`config.mk`:
```
export PLATFORM = sky130hd
export DESIGN_NAME = plsl_front
export DESIGN_NICKNAME = d
export VERILOG_FILES = /design/src/hdl/assert_macros.svh /design/src/hdl/plsl_pkg.sv /design/src/hdl/plsl_front.sv
export SDC_FILE = /design/constraint.sdc
export NUM_CORES = 1
export LEC_CHECK = 0
export BUFFER_PORTS_ARGS = -buffer_cell sky130_fd_sc_hd__clkbuf_2
export CORE_AREA = 2 2 216 218
export CTS_CLUSTER_DIAMETER = 120
export DETAILED_ROUTE_END_ITERATION = 16
export DIE_AREA = 0 0 218 220
export GPL_ROUTABILITY_DRIVEN = 0
export SYNTH_ARGS = -nofsm -noshare
export SYNTH_HDL_FRONTEND = slang
export SYNTH_SLANG_ARGS = --single-unit
```
`constraint.sdc`:
```
create_clock -name i_clk -period 4.3 [get_ports i_clk]
set_input_delay 0.215 -clock i_clk [delete_from_list [all_inputs] [get_ports i_clk]]
set_output_delay 0.215 -clock i_clk [all_outputs]
set_load 0.01 [all_outputs]
```
`src/hdl/assert_macros.svh`:
```
// Assertion helpers shared by the RTL files.
`ifndef ASSERT_MACROS_SVH
`define ASSERT_MACROS_SVH

// Same-cycle implication, ignored while reset is active.
`define ASSERT_IMPLIES(label, clk, rst_n, ante, cons) \
    label: assert property (@(posedge clk) disable iff (!rst_n) (ante) |-> (cons)) \
        else $error("assertion violated");

// Next-cycle implication, ignored while reset is active.
`define ASSERT_NEXT(label, clk, rst_n, ante, cons) \
    label: assert property (@(posedge clk) disable iff (!rst_n) (ante) |=> (cons)) \
        else $error("assertion violated");

`endif

```
`src/hdl/plsl_pkg.sv`:
```
package plsl_pkg;

    localparam int QUEUE_DEPTH = 4;

    localparam logic [1:0] MODE_AMBIENT = 2'd1;
    localparam logic [1:0] MODE_DIFFUSE = 2'd2;

    localparam logic [2:0] REG_MODE     = 3'd0;
    localparam logic [2:0] REG_AMBIENT  = 3'd1;
    localparam logic [2:0] REG_DIFFUSE  = 3'd2;
    localparam logic [2:0] REG_RADIUS   = 3'd3;
    localparam logic [2:0] REG_LIGHTPOS = 3'd4;
    localparam logic [2:0] REG_ROW_X    = 3'd5;
    localparam logic [2:0] REG_ROW_Y    = 3'd6;
    localparam logic [2:0] REG_ROW_Z    = 3'd7;

    localparam logic [63:0] ROW_X_RESET = 64'd16384;
    localparam logic [63:0] ROW_Y_RESET = 64'd16384 << 16;
    localparam logic [63:0] ROW_Z_RESET = 64'd16384 << 32;

    typedef enum logic [1:0] {
        OP_PASS,
        OP_AMBIENT,
        OP_DIFFUSE
    } t_op;

    typedef struct packed {
        logic [1:0]       mode;
        logic [31:0]      ambient;
        logic [31:0]      diffuse;
        logic [15:0]      radius;
        logic [47:0]      light_pos;
        logic [2:0][63:0] rows;
    } t_cfg;

    // Positions z,y,x from high to low; colors byte 0 is primary red.
    typedef struct packed {
        t_op         op;
        logic [47:0] pos;
        logic [63:0] col;
    } t_item;

endpackage

```
`src/hdl/plsl_front.sv`:
```
module plsl_front (
    input  logic               i_clk,
    input  logic               i_rst_n,
    input  plsl_pkg::t_cfg     i_cfg,
    input  logic               i_valid,
    output logic               o_ready,
    input  logic [47:0]        i_pos,
    input  logic [63:0]        i_col,
    output logic               o_valid,
    input  logic               i_ready,
    output plsl_pkg::t_item    o_item
);
    import plsl_pkg::*;

    logic  r_vld;
    t_item r_item;
    t_op   n_op;

    always_comb begin
        unique case (i_cfg.mode)
            MODE_AMBIENT: n_op = OP_AMBIENT;
            MODE_DIFFUSE: n_op = (i_cfg.radius == 16'd0) ? OP_AMBIENT : OP_DIFFUSE;
            default:      n_op = OP_PASS;
        endcase
    end

    assign o_ready = !r_vld || i_ready;
    assign o_valid = r_vld;
    assign o_item  = r_item;

    always_ff @(posedge i_clk) begin
        if (!i_rst_n) begin
            r_vld <= 1'b0;
        end else if (o_ready) begin
            r_vld <= i_valid;
        end
        if (o_ready && i_valid) begin
            r_item.op  <= n_op;
            r_item.pos <= i_pos;
            r_item.col <= i_col;
        end
    end

endmodule

```
* After elaboration in Yosys (flattened, before gate mapping)
Index checks and enable logic that the tools add are counted.
** Word-level totals
- Register bits :: 115
- Input bits :: 438
- Output and inout port bits :: 116
** Operators by class
- Eq/ne operators :: 2
- Muxes and demuxes :: 2
- Reductions and logical operators :: 4
** Operator list (count)
- 16-bit zero test :: 1
- 2-bit case mux with 2 select lines :: 1
- 2-bit by 1-bit equality test with 1-bit output (second input constant) :: 1
- 2-bit equality test (second input constant) :: 1
- 2-bit two-way mux :: 1
- 1-bit logical AND :: 1
- 1-bit zero test :: 1
- 1-bit logical OR :: 1

* Depth between registers and ports, before layout
- Word-level depth :: 3
- Depth in mapped cells :: 4
- Gate-level depth less buffers :: 4

* Least setup slack after synthesis
OpenSTA, ideal clock, no wires.
- Path type :: register to register
- Start point :: register r_vld, in the netlist o_valid
- End point :: register r_item (netlist bit o_item[0]), enable pin
- Library setup time :: 0.487 ns
- Data arrival time :: 3.147 ns
- Required time :: 3.813 ns
- Setup slack :: 0.667 ns
- Stages on the path, launching flop included :: 3
- Path buffers :: 0
- Cells stage by stage :: dfxtp_1 -> nand2b_1 -> and2_1
** On the way
- Word-level cells in the longest chain between the ends :: 3
** RTL lines
- start: declaration :: line plsl_front.sv:15 : logic r_vld;
- start signal: assignment :: line plsl_front.sv:35 : r_vld <= i_valid;
- 1-bit zero test :: line plsl_front.sv:27 : assign o_ready = !r_vld || i_ready;
- 1-bit logical OR :: line plsl_front.sv:27
- named net o_ready :: line plsl_front.sv:6 : output logic o_ready,
- 1-bit logical AND :: line plsl_front.sv:37 : if (o_ready && i_valid) begin
- end: declaration :: line plsl_front.sv:16 : t_item r_item;
The timed path passes the listed nets, and every way through them passes these cells.
A chain may end at the register's enable or synchronous reset.

* Worst setup path after layout
- Start point :: register r_vld, in the netlist o_valid
- End point :: register r_item (netlist bit o_item[10]), enable pin
** On the way
- Word-level cells in the longest chain between the ends :: 3
** RTL lines (line)
- 1-bit zero test :: plsl_front.sv:27
- 1-bit logical OR :: plsl_front.sv:27
- 1-bit logical AND :: plsl_front.sv:37
No other way between the ends.

==> results.cfg <==
[run_status]
outcome = finished, final reports clean

[clocking]
ctsHtreeMaxLevel = 4
numCtsBuffers = 17
path_clk_slew_ns = 0.06
clock_path_buffers = 2
cts_resized = 0
clock-root-buffer = clkbuf_16
postCtsSetupRepairBufs = 0
cts_sinks = 115
clk_latency_ns = 0.44
cts-hold-fix-buffers = 114
cts_tree = done

[timing]
worst_slew_pin_slew_ns = 0.572
slew_viol_final = 0
final-hold-violation-count = 0
slew-limit-headroom_pct = 61.9
fin_crit_ns = 1.77
period_share_pct = 41.2
fin_skew_ns = 0.00760
finalSetupTns_ns = 0
rsz0062_at_grt = no
setup-violations-final = 0
fmax_mhz = 565
holdWs_ns = 0.229

[placement]
hpwl_mm = 9.55
io_buffers = 249
placed_area_sq_um = 5590

[routing]
final_antenna_net_count = 0
detail_route.iter0.violations = 55
wl_mm = 13.5
via_per_inst = 2.48
first_pass_iters = 4
vias = 2830
drc = 0
wl_per_cell_microns = 11.9

[critical_path]
path_class = register to register
cp_max_fo = 86
start_kind = register
crit_family = simple AND/OR/NAND/NOR gates
path_cells = nand2b_1 > and2_4 > buf_12
crit_arrival_ns = 1.84
critPathRequiredTime_ns = 4.37
critPathSlowestCell = and2_4
cp-end-kind = register
path_buf_inv = 1
cpPeakStageDelay_ns = 0.41

[power_and_ir_drop]
static-leakage-power_nw = 2.95
p_per_area_nw_per_um2 = 409
power_frac_clock_pct = 45.7
seqPwrFrac_pct = 44.7
p_sw_share_pct = 25.4
ir_drop_v = 0.000313
p_comb_share_pct = 9.6
p_int_mw = 2.23
finalPower_mw = 2.98
switchingPower_mw = 0.757

[logic_synthesis]
synth_nets = 572
syn-instance-count = 132
yosys_warnings = 0
ys_ff_latch = 115
synthDistinctLibCells = 11
syn_area_sq_um = 3560
synth.avg_cell_area_sq_um = 27.0
synth-seq-area-share_pct = 96.7

[cells_and_area]
num-nets-final = 955
drive_gt1_share_pct = 53.8
final_area_sq_um = 7300
synthToLayoutAreaGrowth_pct = 105
fillers = 5027

[global_route]
grt_max_degree = 87
use_met1_pct = 5.17
grt_overflow = 0
grt_use_met2_pct = 9.02
grt_pass1_wl_mm = 17.9
first_global_vias = 2917
antenna_found_initial = 11
grt.total_usage_pct = 5.61
top_usage_layer = met2
grt_use_met3_pct = 4.14

[die]
start_util_pct = 7.76
core-area_sq_um = 45900
die_x_microns = 218
dieArea_sq_um = 48000
ios = 554
die_h_microns = 220
fp-row-count = 79

[worst_hold_path]
worstHoldPathType = input pin to register

[job]
maxCapViolCount = 0
[cell usage in the layout, fill, tap and decap left out]
master	instances
o22ai_1	1
dfxtp_1	1
clkbuf_16	17
inv_6	6
ha_1	2
inv_1	4
nor4_2	1
and2_1	1
nand2b_1	2
a21boi_0	1
edfxtp_1	114
diode_2	5
clkinvlp_4	5
nand4_1	1
buf_12	1
clkbuf_2	249
nor4_1	3
inv_8	4
dlygate4sd3_1	114
and2_4	1
[metal layers]
layer,vias up,share of wire [%]
li1,1311,-
met1,1267,36
met2,210,46
met3,30,15
met4,12,2.2
met5,-,0.57
[through the flow]
stage / cells / util [%] / setup slack, ns
6_report: 1140 / 15.9 / 2.53
5_1_grt: 1138 / 15.9 / 2.43
4_1_cts: 1135 / 15.9 / 2.58
3_5_place_dp: 989 / 12.2 / 2.56
3_3_place_gp: 989 / 12.2 / 2.59
2_1_floorplan: 132 / - / 0.667
[flip-flops by register name, indices dropped and copies added, names as in the netlist]
register / cells
o_item: 114
o_valid: 1
[cells by family after synthesis]
group,Yosys count,synth area share [%]
AO/OA/AOI/OAI,2,0.387
adder cells (fa/ha/maj),2,0.703
buffers and inverters,4,0.422
flip-flops,115,96.7
AND/OR/NAND/NOR,9,1.76
[Yosys cell counts]
cell,count,area [sq um]
a21boi_0,1,7.51
and2_1,2,12.5
dfxtp_1,1,20.0
edfxtp_1,114,3420
ha_1,2,25.0
inv_1,4,15.0
nand2b_1,2,12.5
nand4_1,1,6.26
nor4_1,3,18.8
nor4_2,1,12.5
o22ai_1,1,6.26
[tightest hold or removal path, delay by kind of cell]
family | cells | cell delay, ns
fa+ha+maj | 1 | 0.15
buf+inv | 1 | 0.09
simple gates | 1 | 0.11
[power by group through the flow]
stage	clock network [mW]	logic, mW	registers, mW
5_1_grt	1.45	0.313	1.34
3_3_place_gp	0	0.201	1.35
6_report	1.36	0.287	1.33
2_1_floorplan	0	0.0239	1.39
4_1_cts	1.42	0.291	1.33
3_5_place_dp	0	0.203	1.36
[final cells by class]
type	instances	area, sq um	share of cell area, %
clock buffers	17	425	5.83
clock inverters	15	135	1.85
flip-flops and latches	115	3440	47.2
repair buffers	364	2410	33.0
inverters	4	15.0	0.206
diodes	5	12.5	0.171
well taps	607	759	10.4
multi-input cells	13	104	1.42
[path summary, 6_finish.rpt]
path / slack [ns] / end / startpoint / cells after the start
setup reg to reg: 2.53 / o_item[10]$_DFFE_PP_ / o_valid$_SDFFE_PN0N_ / 3
setup / recovery: 2.53 / o_item[10]$_DFFE_PP_ / o_valid$_SDFFE_PN0N_ / 3
hold / removal: 0.23 / o_item[113]$_DFFE_PP_ / i_cfg[321] / 3
hold reg to reg: 0.98 / o_item[60]$_DFFE_PP_ / o_valid$_SDFFE_PN0N_ / 2
Power figures use the tool's default switching activity.
