==> config.mk <==
export PLATFORM = sky130hd
export DESIGN_NAME = plsl_queue
export DESIGN_NICKNAME = d
export VERILOG_FILES = /design/src/hdl/plsl_pkg.sv /design/src/hdl/plsl_queue.sv
export VERILOG_INCLUDE_DIRS = /design/src /design/src/hdl
export SDC_FILE = /design/constraint.sdc
export NUM_CORES = 1
export LEC_CHECK = 0
export ABC_CLOCK_PERIOD_IN_PS = 4550
export BUFFER_PORTS_ARGS = -buffer_cell sky130_fd_sc_hd__buf_2
export CORE_MARGIN = 8
export CORE_UTILIZATION = 30
export CTS_BUF_LIST = sky130_fd_sc_hd__clkbuf_4
export DETAILED_ROUTE_END_ITERATION = 12
export SYNTH_ARGS = -nofsm -noshare
export SYNTH_HDL_FRONTEND = slang
export SYNTH_SLANG_ARGS = --single-unit
==> constraint.sdc <==
create_clock -name i_clk -period 4.55 [get_ports i_clk]
set_clock_uncertainty 0.05 [all_clocks]
set_input_delay 0 -clock i_clk [delete_from_list [all_inputs] [get_ports i_clk]]
set_output_delay 0 -clock i_clk [all_outputs]
set_load 0.02 [all_outputs]
==> src/hdl/assert_macros.svh <==
// Assertion helpers shared by the RTL files.
`ifndef ASSERT_MACROS_SVH
`define ASSERT_MACROS_SVH

// Same-cycle implication, ignored while reset is active.
`define ASSERT_IMPLIES(label, clk, rst_n, ante, cons) \
    label: assert property (@(posedge clk) disable iff (!rst_n) (ante) |-> (cons)) \
        else $error("assertion violated");

// Next-cycle implication, ignored while reset is active.
`define ASSERT_NEXT(label, clk, rst_n, ante, cons) \
    label: assert property (@(posedge clk) disable iff (!rst_n) (ante) |=> (cons)) \
        else $error("assertion violated");

`endif

==> src/hdl/plsl_pkg.sv <==
package plsl_pkg;

    localparam int QUEUE_DEPTH = 4;

    localparam logic [1:0] MODE_AMBIENT = 2'd1;
    localparam logic [1:0] MODE_DIFFUSE = 2'd2;

    localparam logic [2:0] REG_MODE     = 3'd0;
    localparam logic [2:0] REG_AMBIENT  = 3'd1;
    localparam logic [2:0] REG_DIFFUSE  = 3'd2;
    localparam logic [2:0] REG_RADIUS   = 3'd3;
    localparam logic [2:0] REG_LIGHTPOS = 3'd4;
    localparam logic [2:0] REG_ROW_X    = 3'd5;
    localparam logic [2:0] REG_ROW_Y    = 3'd6;
    localparam logic [2:0] REG_ROW_Z    = 3'd7;

    localparam logic [63:0] ROW_X_RESET = 64'd16384;
    localparam logic [63:0] ROW_Y_RESET = 64'd16384 << 16;
    localparam logic [63:0] ROW_Z_RESET = 64'd16384 << 32;

    typedef enum logic [1:0] {
        OP_PASS,
        OP_AMBIENT,
        OP_DIFFUSE
    } t_op;

    typedef struct packed {
        logic [1:0]       mode;
        logic [31:0]      ambient;
        logic [31:0]      diffuse;
        logic [15:0]      radius;
        logic [47:0]      light_pos;
        logic [2:0][63:0] rows;
    } t_cfg;

    // Positions z,y,x from high to low; colors byte 0 is primary red.
    typedef struct packed {
        t_op         op;
        logic [47:0] pos;
        logic [63:0] col;
    } t_item;

endpackage

==> src/hdl/plsl_queue.sv <==
module plsl_queue #(
    parameter int DEPTH = plsl_pkg::QUEUE_DEPTH
) (
    input  logic            i_clk,
    input  logic            i_rst_n,
    input  logic            i_valid,
    output logic            o_ready,
    input  plsl_pkg::t_item i_item,
    output logic            o_valid,
    input  logic            i_ready,
    output plsl_pkg::t_item o_item
);
    import plsl_pkg::*;

    localparam int PW = $clog2(DEPTH);
    localparam int CW = $clog2(DEPTH + 1);

    t_item          r_mem [DEPTH];
    logic [PW-1:0]  r_wr;
    logic [PW-1:0]  r_rd;
    logic [CW-1:0]  r_count;
    logic           push;
    logic           pop;

    assign o_ready = r_count != CW'(DEPTH);
    assign o_valid = r_count != '0;
    assign o_item  = r_mem[r_rd];
    assign push    = i_valid && o_ready;
    assign pop     = o_valid && i_ready;

    always_ff @(posedge i_clk) begin
        if (!i_rst_n) begin
            r_wr    <= '0;
            r_rd    <= '0;
            r_count <= '0;
        end else begin
            if (push) begin
                r_wr <= (r_wr == PW'(DEPTH - 1)) ? '0 : r_wr + 1'b1;
            end
            if (pop) begin
                r_rd <= (r_rd == PW'(DEPTH - 1)) ? '0 : r_rd + 1'b1;
            end
            if (push && !pop) begin
                r_count <= r_count + 1'b1;
            end else if (pop && !push) begin
                r_count <= r_count - 1'b1;
            end
        end
        if (push) begin
            r_mem[r_wr] <= i_item;
        end
    end

`include "assert_macros.svh"
    `ASSERT_IMPLIES(a_count_bound, i_clk, i_rst_n, 1'b1, r_count <= CW'(DEPTH))
    `ASSERT_NEXT(a_count_up, i_clk, i_rst_n, push && !pop, r_count == $past(r_count) + 1'b1)

endmodule

# Word level (Yosys, flattened, before mapping)
# Memories as Yosys holds them, arrays and structs flattened. A register that Yosys moved wholly into a read port is not among the register bits.
# Index checks and enable logic that the tools add are counted.
[op_classes] n_addsub=4 n_eq_ne=3 n_mux=8 n_reduce_logical=8
[op_table] cell="$mux W2" count=4
[op_table] cell="$mux W3" count=2
[op_table] cell="$add A2 B1 Y2 const B" count=2
[op_table] cell="$eq A2 B2 Y1 const B" count=2
[op_table] cell="$logic_and A1 B1 Y1" count=4
[op_table] cell="$add A3 B1 Y3 const B" count=1
[op_table] cell="$ne A3 B3 Y1 const B" count=1
[op_table] cell="$reduce_bool A3 Y1" count=1
[op_table] cell="$sub A3 B1 Y3 const B" count=1
[op_table] cell="$logic_not A1 Y1" count=2
[op_table] cell="$mux W1" count=2
[op_table] cell="$reduce_bool A2 Y1" count=1
[totals] ff_bits=7 mem_bits_rw=456 output_inout_bits=116 word_cells=27 memories=1
[mem_list] name="r_mem" words=4 word_bits=114 read_ports=1 rd_clocked_by_memory_dff=1 wr=1 line="plsl_queue.sv:18" rtl="t_item r_mem [DEPTH];"

# Longest topological paths before layout
[depth] depth_word=6 mapped_depth=9 depth_no_buf=8

# Least setup slack after synthesis
# OpenSTA, ideal clock, no wires.
[synth_path] kind="register to register" from="register r_count[0]" to="memory r_mem[0][0] (netlist bit) (enable)" t_arrival_ps=2207 required_time_ps=4078 setup_slack_ps=1871 stages_incl_launch_ff=4 n_path_buf=1 period_less_slack_ps=2679 cell_sequence="dfxtp_1 or3b_1 clkbuf_2 and3_2"
[synth_via] elab_chain_cells=4
[synth_rtl] item="start: declaration" line="plsl_queue.sv:21" rtl="logic [CW-1:0] r_count;"
[synth_rtl] item="start signal: assignment" line="plsl_queue.sv:44" rtl="r_count <= r_count + 1'b1;"
[synth_rtl] item="start signal: assignment" line="plsl_queue.sv:46" rtl="r_count <= r_count - 1'b1;"
[synth_rtl] item="$ne A3 B3 Y1" line="plsl_queue.sv:25" rtl="assign o_ready = r_count != CW'(DEPTH);"
[synth_rtl] item="via o_ready" line="plsl_queue.sv:7" rtl="output logic o_ready,"
[synth_rtl] item="$logic_and A1 B1 Y1" line="plsl_queue.sv:28" rtl="assign push = i_valid && o_ready;"
[synth_rtl] item="$mux W1" line="plsl_queue.sv:49" rtl="if (push) begin"
[synth_rtl] item="$mux W1 (not written as such)" line="plsl_queue.sv:50" rtl="r_mem[r_wr] <= i_item;"
[synth_rtl] item="end: declaration" line="plsl_queue.sv:18"
# The timed path passes the listed nets, and every way through them passes these cells.

==> results.md <==
* Drt initial violations at around 380
* Post-DP Area at 19000 sq um
* Largest cells by area after synthesis: edfxtp_1 (81%), mux4_2 (15%), dfxtp_1 (1.1%)
* Row count at 87
* WL/cell at around 18 microns
* Total iterations of the first detailed-routing run at 4
* Mean Syn Cell Area at 26.1 sq um
* CP Capture Type: output port
* Final ANT Viol Nets at 0
* Number of enable flip-flop cells after synthesis at between 400 and 500
* R2R Path Start: r_count[2]$_SDFFE_PN0P_
* Top-count cell post-synth: edfxtp_1
* First-pass GRT wire length at 58.7 mm
* HP Start: i_valid
* Max-cap violations at 0
* Vias at about 9000
* Starting density of the core at just over 30%
* Clk root buf: clkbuf_4
* Slew headroom at between 30 and 40%
* Crit-path cells: buf_12 > mux4_2 > buf_2
* Worst-path clk slew at around 60 ps
* RSZ-0062 raised after global routing: false
* FF-to-FF End: r_count[1]$_SDFFE_PN0P_
* DRC at 0
* Min-Delay Path Class: in2reg
* Final setup violation count at 0
* CTS Buf Count at 130
* Ys flop type: edfxtp_1
* Post-synthesis async set-or-reset flop share at 0%
* CTS tree: built
* Gpl congestion at 0.693
* H-tree depth at 4
* Die area at ~64000 sq um
* CP delay by family, top: flip-flops
* Levels on crit path at 3
* Die X at approximately 250 microns
* Worst path slowest cell: dfxtp_4
* DR vias/cell at ~4.3
* Sequential area share after synthesis at roughly 82%
* CTS sink cnt at ~470
* Tmin final at a little over 3000 ps
* Antenna violations before repair at 5
* R2R Setup Slk at 1860 ps
* Cell area power density at between 500 and 600 nW/um^2
* CORE AREA at ~56000 sq um
* Fin cells at roughly 2100
* Worst vdd ir at roughly 0.29 mV
* Mapped cell area at roughly 17000 sq um
* Vias in the first global route at 10400
* Pin count of the biggest net entering global routing at 73
* Max Fclk at around 0.33 GHz
* Period utilisation layout at between 60% and 70%
* Status: finished clean
* Register area at about 14000 sq um
* Slew Viols, Final at 0
* Crit path launch type: register
* Max incr delay on CP at approximately 800 ps
* Fillers at 5013
* Die span in y at 253 microns
* Final Hold Fails at 0
* Critical-path maximum fanout at 43
* Synthesized flop and latch total at 465
* Fraction of layout cells with a size suffix above 1 at 43.5%
* Multi-input gate area at around 2900 sq um
* Synth top cells by count: edfxtp_1 (456), mux4_2 (114), buf_2 (14)
* # nets final at approximately 1400
* Share of the synthesized area in the top cell type at around 81%
* Post-CTS setup buffers at 0
* Grt total ovfl at 0
* Cts hold-fix bufs at about 240
* Synth area leader: edfxtp_1
* Worst-case clock buffer depth at 3
* Buffers on Ports at between 200 and 250
* Measured slew at the worst slew-check pin at just over 900 ps
* Detailed placer's ending HPWL at roughly 21 mm
* Setup TNS at 0 ps
* DRT Wirelength at between 30 and 40 mm
* R2R depth at 8
* All-Layer GR Usage at roughly 12%
* Clk_lat worst skew at between 800 and 900 ps
* CP endpoint: o_item[70]
* Setup CP Type: reg2out
* Yosys warning total at 0
* Post-route cell area at about 23000 sq um
* WP data required at roughly 4500 ps
* # IOs at ~230
* LEAKAGE at around 0.0079 uW
* Resize count post-CTS at 0
* CP Buf/Inv Count at 2
* Placed Cells at approximately 1600
* Mapped Cells at approximately 650
* Post-synth net total at approximately 770
* Count of different cell masters after synthesis at 26
* Area growth syn-to-layout at 36.4%
* CP arrival at approximately 3000 ps
* Total power at between 10000 and 15000 uW
==> how the worst min path moves through the flow <==
| stage | endpoint | slack (ps) | depth (start not counted) |
|---|---|---|---|
| after CTS | r_mem[0][98]$_DFFE_PP_ | 200 | 3 |
| after floorplan | r_mem[0][0]$_DFFE_PP_ | 50 | 0 |
| after detailed placement | r_mem[2][74]$_DFFE_PP_ | 170 | 1 |
| after global placement | r_mem[0][64]$_DFFE_PP_ | 160 | 1 |
| final | r_mem[2][103]$_DFFE_PP_ | 370 | 3 |
| after global routing | r_mem[0][98]$_DFFE_PP_ | 250 | 3 |
==> layout by cell type, fill, tap and decap left out, types with 3 or more instances in the layout <==
| cell type | synthesis | final |
|---|---|---|
| nand2_1 | 5 | 5 |
| ha_1 | 6 | 6 |
| clkinv_1 | 0 | 11 |
| dfxtp_1 | 9 | 7 |
| edfxtp_1 | 456 | 456 |
| dlygate4sd3_1 | 0 | 237 |
| buf_12 | 0 | 7 |
| inv_1 | 3 | 3 |
| diode_2 | 0 | 4 |
| buf_4 | 0 | 4 |
| o21ai_0 | 4 | 4 |
| and3_4 | 0 | 4 |
| buf_2 | 14 | 233 |
| clkinvlp_4 | 0 | 4 |
| clkinv_2 | 0 | 4 |
| mux4_2 | 114 | 114 |
| bufinv_16 | 0 | 3 |
| clkbuf_4 | 0 | 190 |
==> kinds of logic after synthesis <==
logic type / after synthesis / synth area share, %
AND/OR/NAND/NOR: 20 / 0.695
multiplexers: 116 / 15.3
buffers and inverters: 31 / 1.11
XOR/XNOR: 2 / 0.104
AO/OA/AOI/OAI: 6 / 0.207
adder cells (fa/ha/maj): 7 / 0.562
flip-flops: 465 / 82.0
==> stage by stage <==
| stage | hold WS [ps] | utilization, % | setup WS (ps) |
|---|---|---|---|
| after floorplan | 48.9 | - | 1870 |
| after global placement | 163 | 34.0 | 2090 |
| after CTS | 199 | 41.1 | 1210 |
| after global routing | 254 | 41.1 | 1170 |
| final | 366 | 41.1 | 1520 |
| after detailed placement | 168 | 34.0 | 2060 |
==> layer usage <==
layer	part of all wire, %	global-route usage, %	routed length, microns
met3	7.4	5.20	2860
met4	1.6	4.77	615
met2	50	19.6	19100
met5	0.070	0	27
met1	41	14.4	15800
==> final cells by class <==
type / count / area share (%)
clock inverters: 27 / 0.933
multi-input cells: 151 / 12.4
repair buffers: 481 / 16.1
diodes: 4 / 0.0434
flip-flops and latches: 465 / 60.2
inverters: 3 / 0.0488
clock buffers: 190 / 6.18
well taps: 756 / 4.10
==> power by group <==
group	internal, uW	leakage (uW)	switching (uW)	total [uW]
Combinational	1220	0.00272	1590	2820
Sequential	5190	0.00425	194	5390
Clock	2080	0.000971	1680	3760
==> worst min-delay path, cell delays in order <==
cell and delay (ps):
dlygate4sd3_1 530, buf_2 150, and3_4 350
==> sequential cells by signal, indices dropped and copies added (netlist names), named ones only <==
name	count
r_wr	2
r_rd	2
r_count	3
r_mem	456
(Power assumes the default switching activity.)
